$ cat config.mk
export PLATFORM = sky130hd
export DESIGN_NAME = unordered_list_table_flat
export DESIGN_NICKNAME = d
export VERILOG_FILES = /design/src/rtl/ult_pkg.sv /design/src/rtl/ult_stream_if.sv /design/src/rtl/unordered_list_table.sv /design/src/flat_wrapper.sv
export SDC_FILE = /design/constraint.sdc
export NUM_CORES = 1
export LEC_CHECK = 0
export ABC_AREA = 1
export BUFFER_PORTS_ARGS = -buffer_cell sky130_fd_sc_hd__buf_4
export CAP_MARGIN = 20
export CELL_PAD_IN_SITES_DETAIL_PLACEMENT = 1
export CELL_PAD_IN_SITES_GLOBAL_PLACEMENT = 1
export CORE_MARGIN = 4
export CORE_UTILIZATION = 23
export DETAILED_ROUTE_END_ITERATION = 8
export PLACE_DENSITY_LB_ADDON = 0.1
export SETUP_SLACK_MARGIN = 0.5
export SLEW_MARGIN = 0
export SYNTH_ARGS = -nofsm -noshare
export SYNTH_HDL_FRONTEND = slang
export SYNTH_SLANG_ARGS = --single-unit
$ cat constraint.sdc
create_clock -name clk -period 5.3 [get_ports clk]
set_input_delay 0.795 -clock clk [delete_from_list [all_inputs] [get_ports clk]]
set_output_delay 0.795 -clock clk [all_outputs]
set_load 0.01 [all_outputs]
$ cat src/rtl/ult_pkg.sv
// Package for the unordered list table: transaction payload types, command and
// status codes, and the control store of the sequencer.
// No dependencies; compiled first.
package ult_pkg;

  // Command codes
  localparam logic [1:0] CMD_INSERT = 2'd0;
  localparam logic [1:0] CMD_SEARCH = 2'd1;
  localparam logic [1:0] CMD_REMOVE = 2'd2;

  // Status codes
  localparam logic [1:0] ST_OK       = 2'd0;
  localparam logic [1:0] ST_FULL     = 2'd1;
  localparam logic [1:0] ST_EMPTY    = 2'd2;
  localparam logic [1:0] ST_NOTFOUND = 2'd3;

  // Fixed field widths of the result transaction
  localparam int POS_W   = 4;
  localparam int COUNT_W = 5;

  typedef struct packed {
    logic [1:0]         command;
    logic signed [31:0] value;
  } cmd_t;

  typedef struct packed {
    logic [1:0]         status;
    logic [POS_W-1:0]   position;
    logic [COUNT_W-1:0] count;
  } rsp_t;

  // Sequencer step addresses
  localparam int PC_W = 3;
  localparam logic [PC_W-1:0] S_WAIT   = 3'd0;
  localparam logic [PC_W-1:0] S_INSERT = 3'd1;
  localparam logic [PC_W-1:0] S_CHECK  = 3'd2;
  localparam logic [PC_W-1:0] S_SCAN   = 3'd3;
  localparam logic [PC_W-1:0] S_RDLAST = 3'd4;
  localparam logic [PC_W-1:0] S_MOVE   = 3'd5;
  localparam logic [PC_W-1:0] S_POST   = 3'd6;

  // Datapath operations
  localparam logic [2:0] OP_WAIT   = 3'd0;
  localparam logic [2:0] OP_INSERT = 3'd1;
  localparam logic [2:0] OP_CHECK  = 3'd2;
  localparam logic [2:0] OP_SCAN   = 3'd3;
  localparam logic [2:0] OP_RDLAST = 3'd4;
  localparam logic [2:0] OP_MOVE   = 3'd5;
  localparam logic [2:0] OP_POST   = 3'd6;

  // Hold conditions: the step repeats while the condition is true
  localparam logic [1:0] HOLD_NONE   = 2'd0;
  localparam logic [1:0] HOLD_ACCEPT = 2'd1;  // no command taken yet
  localparam logic [1:0] HOLD_SCAN   = 2'd2;  // scan not finished
  localparam logic [1:0] HOLD_OUT    = 2'd3;  // result register occupied

  // Branch conditions
  localparam logic [2:0] BR_NEVER    = 3'd0;
  localparam logic [2:0] BR_ALWAYS   = 3'd1;
  localparam logic [2:0] BR_DISPATCH = 3'd2;  // target from command code
  localparam logic [2:0] BR_EMPTY    = 3'd3;
  localparam logic [2:0] BR_SCANEXIT = 3'd4;  // scan over, nothing to move

  typedef struct packed {
    logic [2:0]      op;
    logic [1:0]      hold;
    logic [2:0]      br;
    logic [PC_W-1:0] target;
  } uc_word_t;

  // Control store
  function automatic uc_word_t uc_rom(input logic [PC_W-1:0] pc);
    uc_word_t w;
    w = '{op: OP_POST, hold: HOLD_NONE, br: BR_ALWAYS, target: S_WAIT};
    unique case (pc)
      S_WAIT:   w = '{op: OP_WAIT,   hold: HOLD_ACCEPT, br: BR_DISPATCH, target: S_WAIT};
      S_INSERT: w = '{op: OP_INSERT, hold: HOLD_NONE,   br: BR_ALWAYS,   target: S_POST};
      S_CHECK:  w = '{op: OP_CHECK,  hold: HOLD_NONE,   br: BR_EMPTY,    target: S_POST};
      S_SCAN:   w = '{op: OP_SCAN,   hold: HOLD_SCAN,   br: BR_SCANEXIT, target: S_POST};
      S_RDLAST: w = '{op: OP_RDLAST, hold: HOLD_NONE,   br: BR_NEVER,    target: S_WAIT};
      S_MOVE:   w = '{op: OP_MOVE,   hold: HOLD_NONE,   br: BR_NEVER,    target: S_WAIT};
      S_POST:   w = '{op: OP_POST,   hold: HOLD_OUT,    br: BR_ALWAYS,   target: S_WAIT};
      default:  w = '{op: OP_POST,   hold: HOLD_NONE,   br: BR_ALWAYS,   target: S_WAIT};
    endcase
    return w;
  endfunction

endpackage

$ cat src/rtl/ult_stream_if.sv
// Valid/ready channel for the unordered list table, one transaction per
// handshake. Payload type is given at instantiation (see ult_pkg).
interface ult_stream_if #(parameter type payload_t = logic);

  logic     valid;
  logic     ready;
  payload_t payload;

  modport source (output valid, output payload, input ready);
  modport sink   (input valid, input payload, output ready);

endinterface

$ cat src/rtl/unordered_list_table.sv
// Unordered list table: holds up to CAPACITY 32-bit words; commands insert
// (append), search (first bit-exact match) and remove (swap last entry into
// the vacated slot). One result per command. Commands are taken one at a time
// by a microcoded sequencer; the memory has one read port and returns one
// entry per cycle, which sets the scan rate. A search scans from slot 0 to
// the first match or the last entry and skips the scan on an empty list;
// a successful remove then moves the last entry in; an unused command goes
// straight to the result step. The result sits in an output register, so
// the next command is taken while a result waits; that command's result
// step then stalls until the register drains. No clearing pass.
// Depends on ult_pkg and ult_stream_if.
module unordered_list_table #(
  parameter int CAPACITY = 16
) (
  input logic   clk,
  input logic   rst,
  ult_stream_if.sink   cmd,
  ult_stream_if.source rsp
);
  import ult_pkg::*;

  localparam int IDX_W = (CAPACITY > 1) ? $clog2(CAPACITY) : 1;
  localparam int CNT_W = $clog2(CAPACITY + 1);

  // Sequencer
  logic [PC_W-1:0] pc, pc_next;
  uc_word_t        uc;

  // Datapath registers
  logic [1:0]       cmd_reg, cmd_reg_next;
  logic [31:0]      key, key_next;
  logic [CNT_W-1:0] count, count_next;
  logic [CNT_W-1:0] idx, idx_next;
  logic             rd_vld, rd_vld_next;
  logic [IDX_W-1:0] rd_idx, rd_idx_next;
  logic [IDX_W-1:0] pos, pos_next;
  logic [1:0]       status, status_next;
  logic             rsp_valid, rsp_valid_next;
  rsp_t             rsp_data, rsp_data_next;

  // Memory
  logic [31:0]      mem [CAPACITY];
  logic [31:0]      rdata;
  logic             we, re;
  logic [IDX_W-1:0] waddr, raddr;
  logic [31:0]      wdata;

  // Status terms
  logic             accept, hit, scan_last, scan_done, out_free, full;
  logic [CNT_W-1:0] cnt_m1;
  logic             hold_now, br_now;
  logic [PC_W-1:0]  br_target;

  assign uc        = uc_rom(pc);
  assign cmd.ready = (uc.op == OP_WAIT);
  assign accept    = cmd.valid && cmd.ready;
  assign cnt_m1    = count - CNT_W'(1);
  assign full      = (count == CNT_W'(CAPACITY));
  assign hit       = rd_vld && (rdata == key);
  assign scan_last = rd_vld && (CNT_W'(rd_idx) == cnt_m1);
  assign scan_done = hit || scan_last;
  assign out_free  = !rsp_valid || rsp.ready;

  assign rsp.valid   = rsp_valid;
  assign rsp.payload = rsp_data;

  // Hold and branch decode
  always_comb begin
    unique case (uc.hold)
      HOLD_NONE:   hold_now = 1'b0;
      HOLD_ACCEPT: hold_now = !accept;
      HOLD_SCAN:   hold_now = !scan_done;
      HOLD_OUT:    hold_now = !out_free;
      default:     hold_now = 1'b0;
    endcase

    br_target = uc.target;
    case (cmd.payload.command) inside
      CMD_INSERT:                    br_target = S_INSERT;
      CMD_SEARCH, CMD_REMOVE:        br_target = S_CHECK;
      default:                       br_target = S_POST;
    endcase
    if (uc.br != BR_DISPATCH) begin
      br_target = uc.target;
    end

    unique case (uc.br)
      BR_NEVER:    br_now = 1'b0;
      BR_ALWAYS:   br_now = 1'b1;
      BR_DISPATCH: br_now = 1'b1;
      BR_EMPTY:    br_now = (count == '0);
      BR_SCANEXIT: br_now = !hit || (cmd_reg != CMD_REMOVE);
      default:     br_now = 1'b0;
    endcase

    if (hold_now) begin
      pc_next = pc;
    end else if (br_now) begin
      pc_next = br_target;
    end else begin
      pc_next = pc + PC_W'(1);
    end
  end

  // Datapath control
  always_comb begin
    cmd_reg_next   = cmd_reg;
    key_next       = key;
    count_next     = count;
    idx_next       = idx;
    rd_vld_next    = rd_vld;
    rd_idx_next    = rd_idx;
    pos_next       = pos;
    status_next    = status;
    rsp_valid_next = rsp_valid && !rsp.ready;
    rsp_data_next  = rsp_data;
    we             = 1'b0;
    re             = 1'b0;
    waddr          = pos;
    wdata          = rdata;
    raddr          = idx[IDX_W-1:0];

    unique case (uc.op)
      OP_WAIT: begin
        if (accept) begin
          cmd_reg_next = cmd.payload.command;
          key_next     = cmd.payload.value;
          status_next  = ST_NOTFOUND;
          pos_next     = '0;
        end
      end
      OP_INSERT: begin
        if (full) begin
          status_next = ST_FULL;
        end else begin
          we          = 1'b1;
          waddr       = count[IDX_W-1:0];
          wdata       = key;
          pos_next    = count[IDX_W-1:0];
          count_next  = count + CNT_W'(1);
          status_next = ST_OK;
        end
      end
      OP_CHECK: begin
        idx_next    = '0;
        rd_vld_next = 1'b0;
        if (count == '0 && cmd_reg == CMD_REMOVE) begin
          status_next = ST_EMPTY;
        end
      end
      OP_SCAN: begin
        // compare the entry read last cycle, issue the next read
        if (hit) begin
          pos_next    = rd_idx;
          status_next = ST_OK;
        end
        if (!scan_done && idx < count) begin
          re          = 1'b1;
          rd_vld_next = 1'b1;
          rd_idx_next = idx[IDX_W-1:0];
          idx_next    = idx + CNT_W'(1);
        end else begin
          rd_vld_next = 1'b0;
        end
      end
      OP_RDLAST: begin
        re    = 1'b1;
        raddr = cnt_m1[IDX_W-1:0];
      end
      OP_MOVE: begin
        we         = 1'b1;
        waddr      = pos;
        wdata      = rdata;
        count_next = cnt_m1;
      end
      OP_POST: begin
        if (out_free) begin
          rsp_valid_next         = 1'b1;
          rsp_data_next.status   = status;
          rsp_data_next.position = POS_W'(pos);
          rsp_data_next.count    = COUNT_W'(count);
        end
      end
      default: begin
      end
    endcase
  end

  // Control state
  always_ff @(posedge clk) begin
    if (rst) begin
      pc        <= S_WAIT;
      count     <= '0;
      rd_vld    <= 1'b0;
      rsp_valid <= 1'b0;
    end else begin
      pc        <= pc_next;
      count     <= count_next;
      rd_vld    <= rd_vld_next;
      rsp_valid <= rsp_valid_next;
    end
  end

  // Payload registers
  always_ff @(posedge clk) begin
    cmd_reg  <= cmd_reg_next;
    key      <= key_next;
    idx      <= idx_next;
    rd_idx   <= rd_idx_next;
    pos      <= pos_next;
    status   <= status_next;
    rsp_data <= rsp_data_next;
  end

  // Entry memory: one write, one registered read
  always_ff @(posedge clk) begin
    if (we) begin
      mem[waddr] <= wdata;
    end
    if (re) begin
      rdata <= mem[raddr];
    end
  end

  // Checks
  a_count_bound: assert property (@(posedge clk) disable iff (rst)
    count <= CNT_W'(CAPACITY))
    else $error("entry count above capacity");

  a_accept_leaves_wait: assert property (@(posedge clk) disable iff (rst)
    accept |=> pc != S_WAIT)
    else $error("sequencer stayed in wait after taking a command");

  a_insert_grows: assert property (@(posedge clk) disable iff (rst)
    (uc.op == OP_INSERT && !full) |=> count == $past(count) + CNT_W'(1))
    else $error("insert did not grow the list");

  a_hit_in_range: assert property (@(posedge clk) disable iff (rst)
    hit |-> CNT_W'(rd_idx) < count)
    else $error("match reported beyond the entry count");

  a_result_from_post: assert property (@(posedge clk) disable iff (rst)
    $rose(rsp_valid) |-> $past(pc) == S_POST)
    else $error("result loaded outside the post step");

endmodule

$ cat src/flat_wrapper.sv
// flat-port wrapper written by rule: the top's interface ports become plain ports
module unordered_list_table_flat import ult_pkg::*;
#(
  parameter int CAPACITY = 16
)
  (clk, rst, cmd_valid, cmd_payload, cmd_ready, rsp_valid, rsp_payload, rsp_ready);
  ult_stream_if #(.payload_t(cmd_t)) cmd_i ();
  ult_stream_if #(.payload_t(rsp_t)) rsp_i ();
  input logic clk;
  input logic rst;
  input wire logic [$bits(cmd_i.valid)-1:0] cmd_valid;
  input wire logic [$bits(cmd_i.payload)-1:0] cmd_payload;
  output wire logic [$bits(cmd_i.ready)-1:0] cmd_ready;
  output wire logic [$bits(rsp_i.valid)-1:0] rsp_valid;
  output wire logic [$bits(rsp_i.payload)-1:0] rsp_payload;
  input wire logic [$bits(rsp_i.ready)-1:0] rsp_ready;
  assign cmd_i.valid = cmd_valid;
  assign cmd_i.payload = cmd_payload;
  assign cmd_ready = cmd_i.ready;
  assign rsp_valid = rsp_i.valid;
  assign rsp_payload = rsp_i.payload;
  assign rsp_i.ready = rsp_ready;
  unordered_list_table #(.CAPACITY(CAPACITY)) u_core (.clk(clk), .rst(rst), .cmd(cmd_i), .rsp(rsp_i));
endmodule
==> flow_summary_export.csv <==
group,metric,value,unit
setup_path,worst_r2r_path_depth,11,
cts,ctsLongestPathBuffers,3,
sta,setup_viol,0,
layout,final_cell_area,31150,um2
yosys,synth_area_per_cell,11.79,um2
layout,largest_reg_flops,512,
layout,utilization,27.65,%
yosys,post_synth_num_cell_types,35,
global_routing,global_route.peak_usage_layer,"met2",
yosys,syn_inst,2217,
setup_path,setup.worst_path.end_class,"flop",
layout,final_common_cell,"sky130_fd_sc_hd__edfxtp_1",
floorplanning,initial_core_util,23.21,%
setup_path,worst-endpoint-arrival,4670,ps
yosys,synth-seq-area-share,70.15,%
cts,clk_transition_reported_paths,60,ps
sta,final.setup.tns,0,ps
placed_design,port_buffers,50,
routing,remaining_drc_errors,0,
yosys,synth_area,26140,um2
global_routing,gr-total-overflow,0,
setup_path,critPathRequiredTime,5660,ps
setup_path,timing.critical_path.slowest_stage_cell,"sky130_fd_sc_hd__o21ai_4",
global_routing,first_global_vias,17848,
floorplanning,die_ar,119100,um2
cts,cts_sinks,614,
yosys,synth_nets,2267,
cts,post_cts.repair.setup_buffers,0,
routing,length_of_the_first_detailed_routing_pass_in_iterations,5,
sta,final-hold-violation-count,0,
setup_path,critPathCapture,"u_core.rdata[24]",
routing,antenna_left,0,
yosys,synth.area.top_cells,"sky130_fd_sc_hd__edfxtp_1 (69%), sky130_fd_sc_hd__o211ai_1 (7.4%), sky130_fd_sc_hd__nand2_1 (6.2%)",
routing,wl_per_cell,22.94,um
setup_path,crit_fanout,44,
setup_path,r2r-start,"u_core.pc[0]",
global_routing,grtUsageMet1,21.00,%
yosys,yosys_register_bits,614,
layout,nets,2359,
setup_path,cp_top_family,"compound AO/OA/AOI/OAI gates",
global_routing,globalRouteMet2Util,23.14,%
setup_path,worst-r2r-setup-slack,990,ps
setup_path,critPathBufInv,2,
outcome,run_status,"complete, no violations",
cts,cts-hold-fix-buffers,0,
global_routing,antenna_violations_before_repair,8,
cts,h-tree-depth,3,
flow_run,maxCapViolations,0,
placed_design,dpl-instance-area,28760,um2
routing,finalWirelength,88.76,mm
setup_path,startpoint_type,"flop",
layout,area_growth,19.15,%
placed_design,place_ws,988.3,ps
layout,registers.top_by_ff_count,"u_core.mem",
layout,final_cell_mix,"sky130_fd_sc_hd__edfxtp_1 (604), sky130_fd_sc_hd__nand2_1 (429), sky130_fd_sc_hd__inv_1 (303)",
global_routing,grt_start_max_net_pins,107,
layout,fillCellCount,12418,
placed_design,detailedPlacementHpwl,55.14,mm
setup_path,cp_cell_sequence,"ha_1 -> ha_1 -> inv_1 -> nand4_2 -> nand2_2 -> nand2_2 -> o21ai_4 -> buf_4 -> o211ai_1 -> nand3_1 -> nand2_1",
cts,cts_buf_count,76,
min_path,hold_class,"primary input to flop",
setup_path,worst-setup-path-type,"flop to flop",
cts,insertion_delay,630,ps
floorplanning,rows,123,
routing,routed_via_density,4.411,
sta,post-route-period-util,81.36,%
floorplanning,number_of_top_level_pins,51,
floorplanning,core_area,112700,um2
setup_path,rr_endpoint,"u_core.rdata[24]",
global_routing,globalRouteMet3Util,2.221,%
cts,cts_tree,"done",
sta,min_period,4312,ps
sta,setup_repair_after_global_routing_missed_its_margin,"no",
setup_path,critPathLaunch,"u_core.pc[0]",
placed_design,gpl.final_weighted_congestion,0.7610,
layout,drive_above_1_share,11.53,%
yosys,synth_top_area_share,69.38,%
global_routing,grt_use_total,14.68,%
routing,dr.first_iter.drc_count,1107,
sta,timing.final.ws_setup,987.7,ps
sta,worst_slew_pin_slew,1044,ps
setup_path,crit_path_largest_cell_delay,870,ps
setup_path,worstSetupPathDepth,11,
cts,ctsResizeCount,0,
cts,ctsRootBufferMaster,"sky130_fd_sc_hd__clkbuf_16",
sta,final.setup_skew,18.17,ps
routing,vias,17065,
yosys,yosys.area.top_type,"sky130_fd_sc_hd__edfxtp_1",
floorplanning,chipWidth,345.1,um
sta,timing.fmax,0.2319,GHz
sta,slew_viol_final,0,
sta,max-slew-margin-rel,30.37,%
floorplanning,die-height,345.1,um
global_routing,grt_pass1_wl,129.3,mm
layout,largestRegisters,"u_core.mem: 512 flops, u_core.key: 32 flops, u_core.rdata: 32 flops",
yosys,synth.yosys.warnings,0,
## per-layer routing
layer | up-vias | part of all wire [%]
met4 | 0 | 2.1
met3 | 95 | 3.7
met1 | 8715 | 49
met2 | 272 | 45
li1 | 7983 | -
met5 | - | 0
## layout make-up
| cell class | count | area, um2 | share of cell area, % |
|---|---|---|---|
| Clock buffer | 103 | 2046 | 6.568 |
| Sequential cell | 614 | 18340 | 58.87 |
| Inverter | 308 | 1161 | 3.728 |
| Tap cell | 1500 | 1877 | 6.026 |
| Antenna cell | 1 | 2.502 | 0.008034 |
| Clock inverter | 34 | 344.1 | 1.105 |
| Multi-Input combinational cell | 1182 | 6206 | 19.92 |
| Timing Repair Buffer | 127 | 1174 | 3.768 |
## metrics by stage
step                instances  hold WS (ps)
finish                   3869         343.1
floorplan                2217         400.3
detailed placement       3731         406.3
CTS                      3868         280.4
global route             3868         296.5
global placement         3729         412.8
## synth_stat cells, drive strengths merged
cell type	instances
clkbuf	22
a21boi	1
and3	1
nor2	155
nand3	147
xor2	6
o21a	1
ha	12
xnor2	2
inv	308
nand4	9
o21bai	1
a21oi	28
dfxtp	10
buf	91
o211ai	258
or2	1
nand2	436
o21ai	116
nor3	5
edfxtp	604
a31oi	1
o31ai	2
## worst min-delay path by stage
stage / startpoint / endpoint / cells past startpoint / slack [ps]
finish: cmd_payload[21] / u_core.key[21] / 1 / 340
global route: cmd_payload[15] / u_core.key[15] / 1 / 300
CTS: cmd_payload[15] / u_core.key[15] / 1 / 280
detailed placement: u_core.status[0] / u_core.rsp.payload[9] / 0 / 410
global placement: u_core.status[0] / u_core.rsp.payload[9] / 0 / 410
floorplan: u_core.status[1] / u_core.rsp.payload[10] / 0 / 400
## kinds of logic (layout without fill, tap and decap cells)
family                     count (synthesis)  in the layout  synth area share [%]
other                                      0              1                     0
buffers and inverters                    421            572                 6.820
AOI/OAI and AO/OA                        408            408                 10.45
xor gates and xnor gates                   8              8                0.2680
adders and majority gates                 12             12                0.5743
and+or+nand+nor                          754            754                 11.74
DFF                                      614            614                 70.15
Power is left out: the tool's default activity adds up to more than one toggle a clock period on the data nets, which glitch-free logic cannot reach.
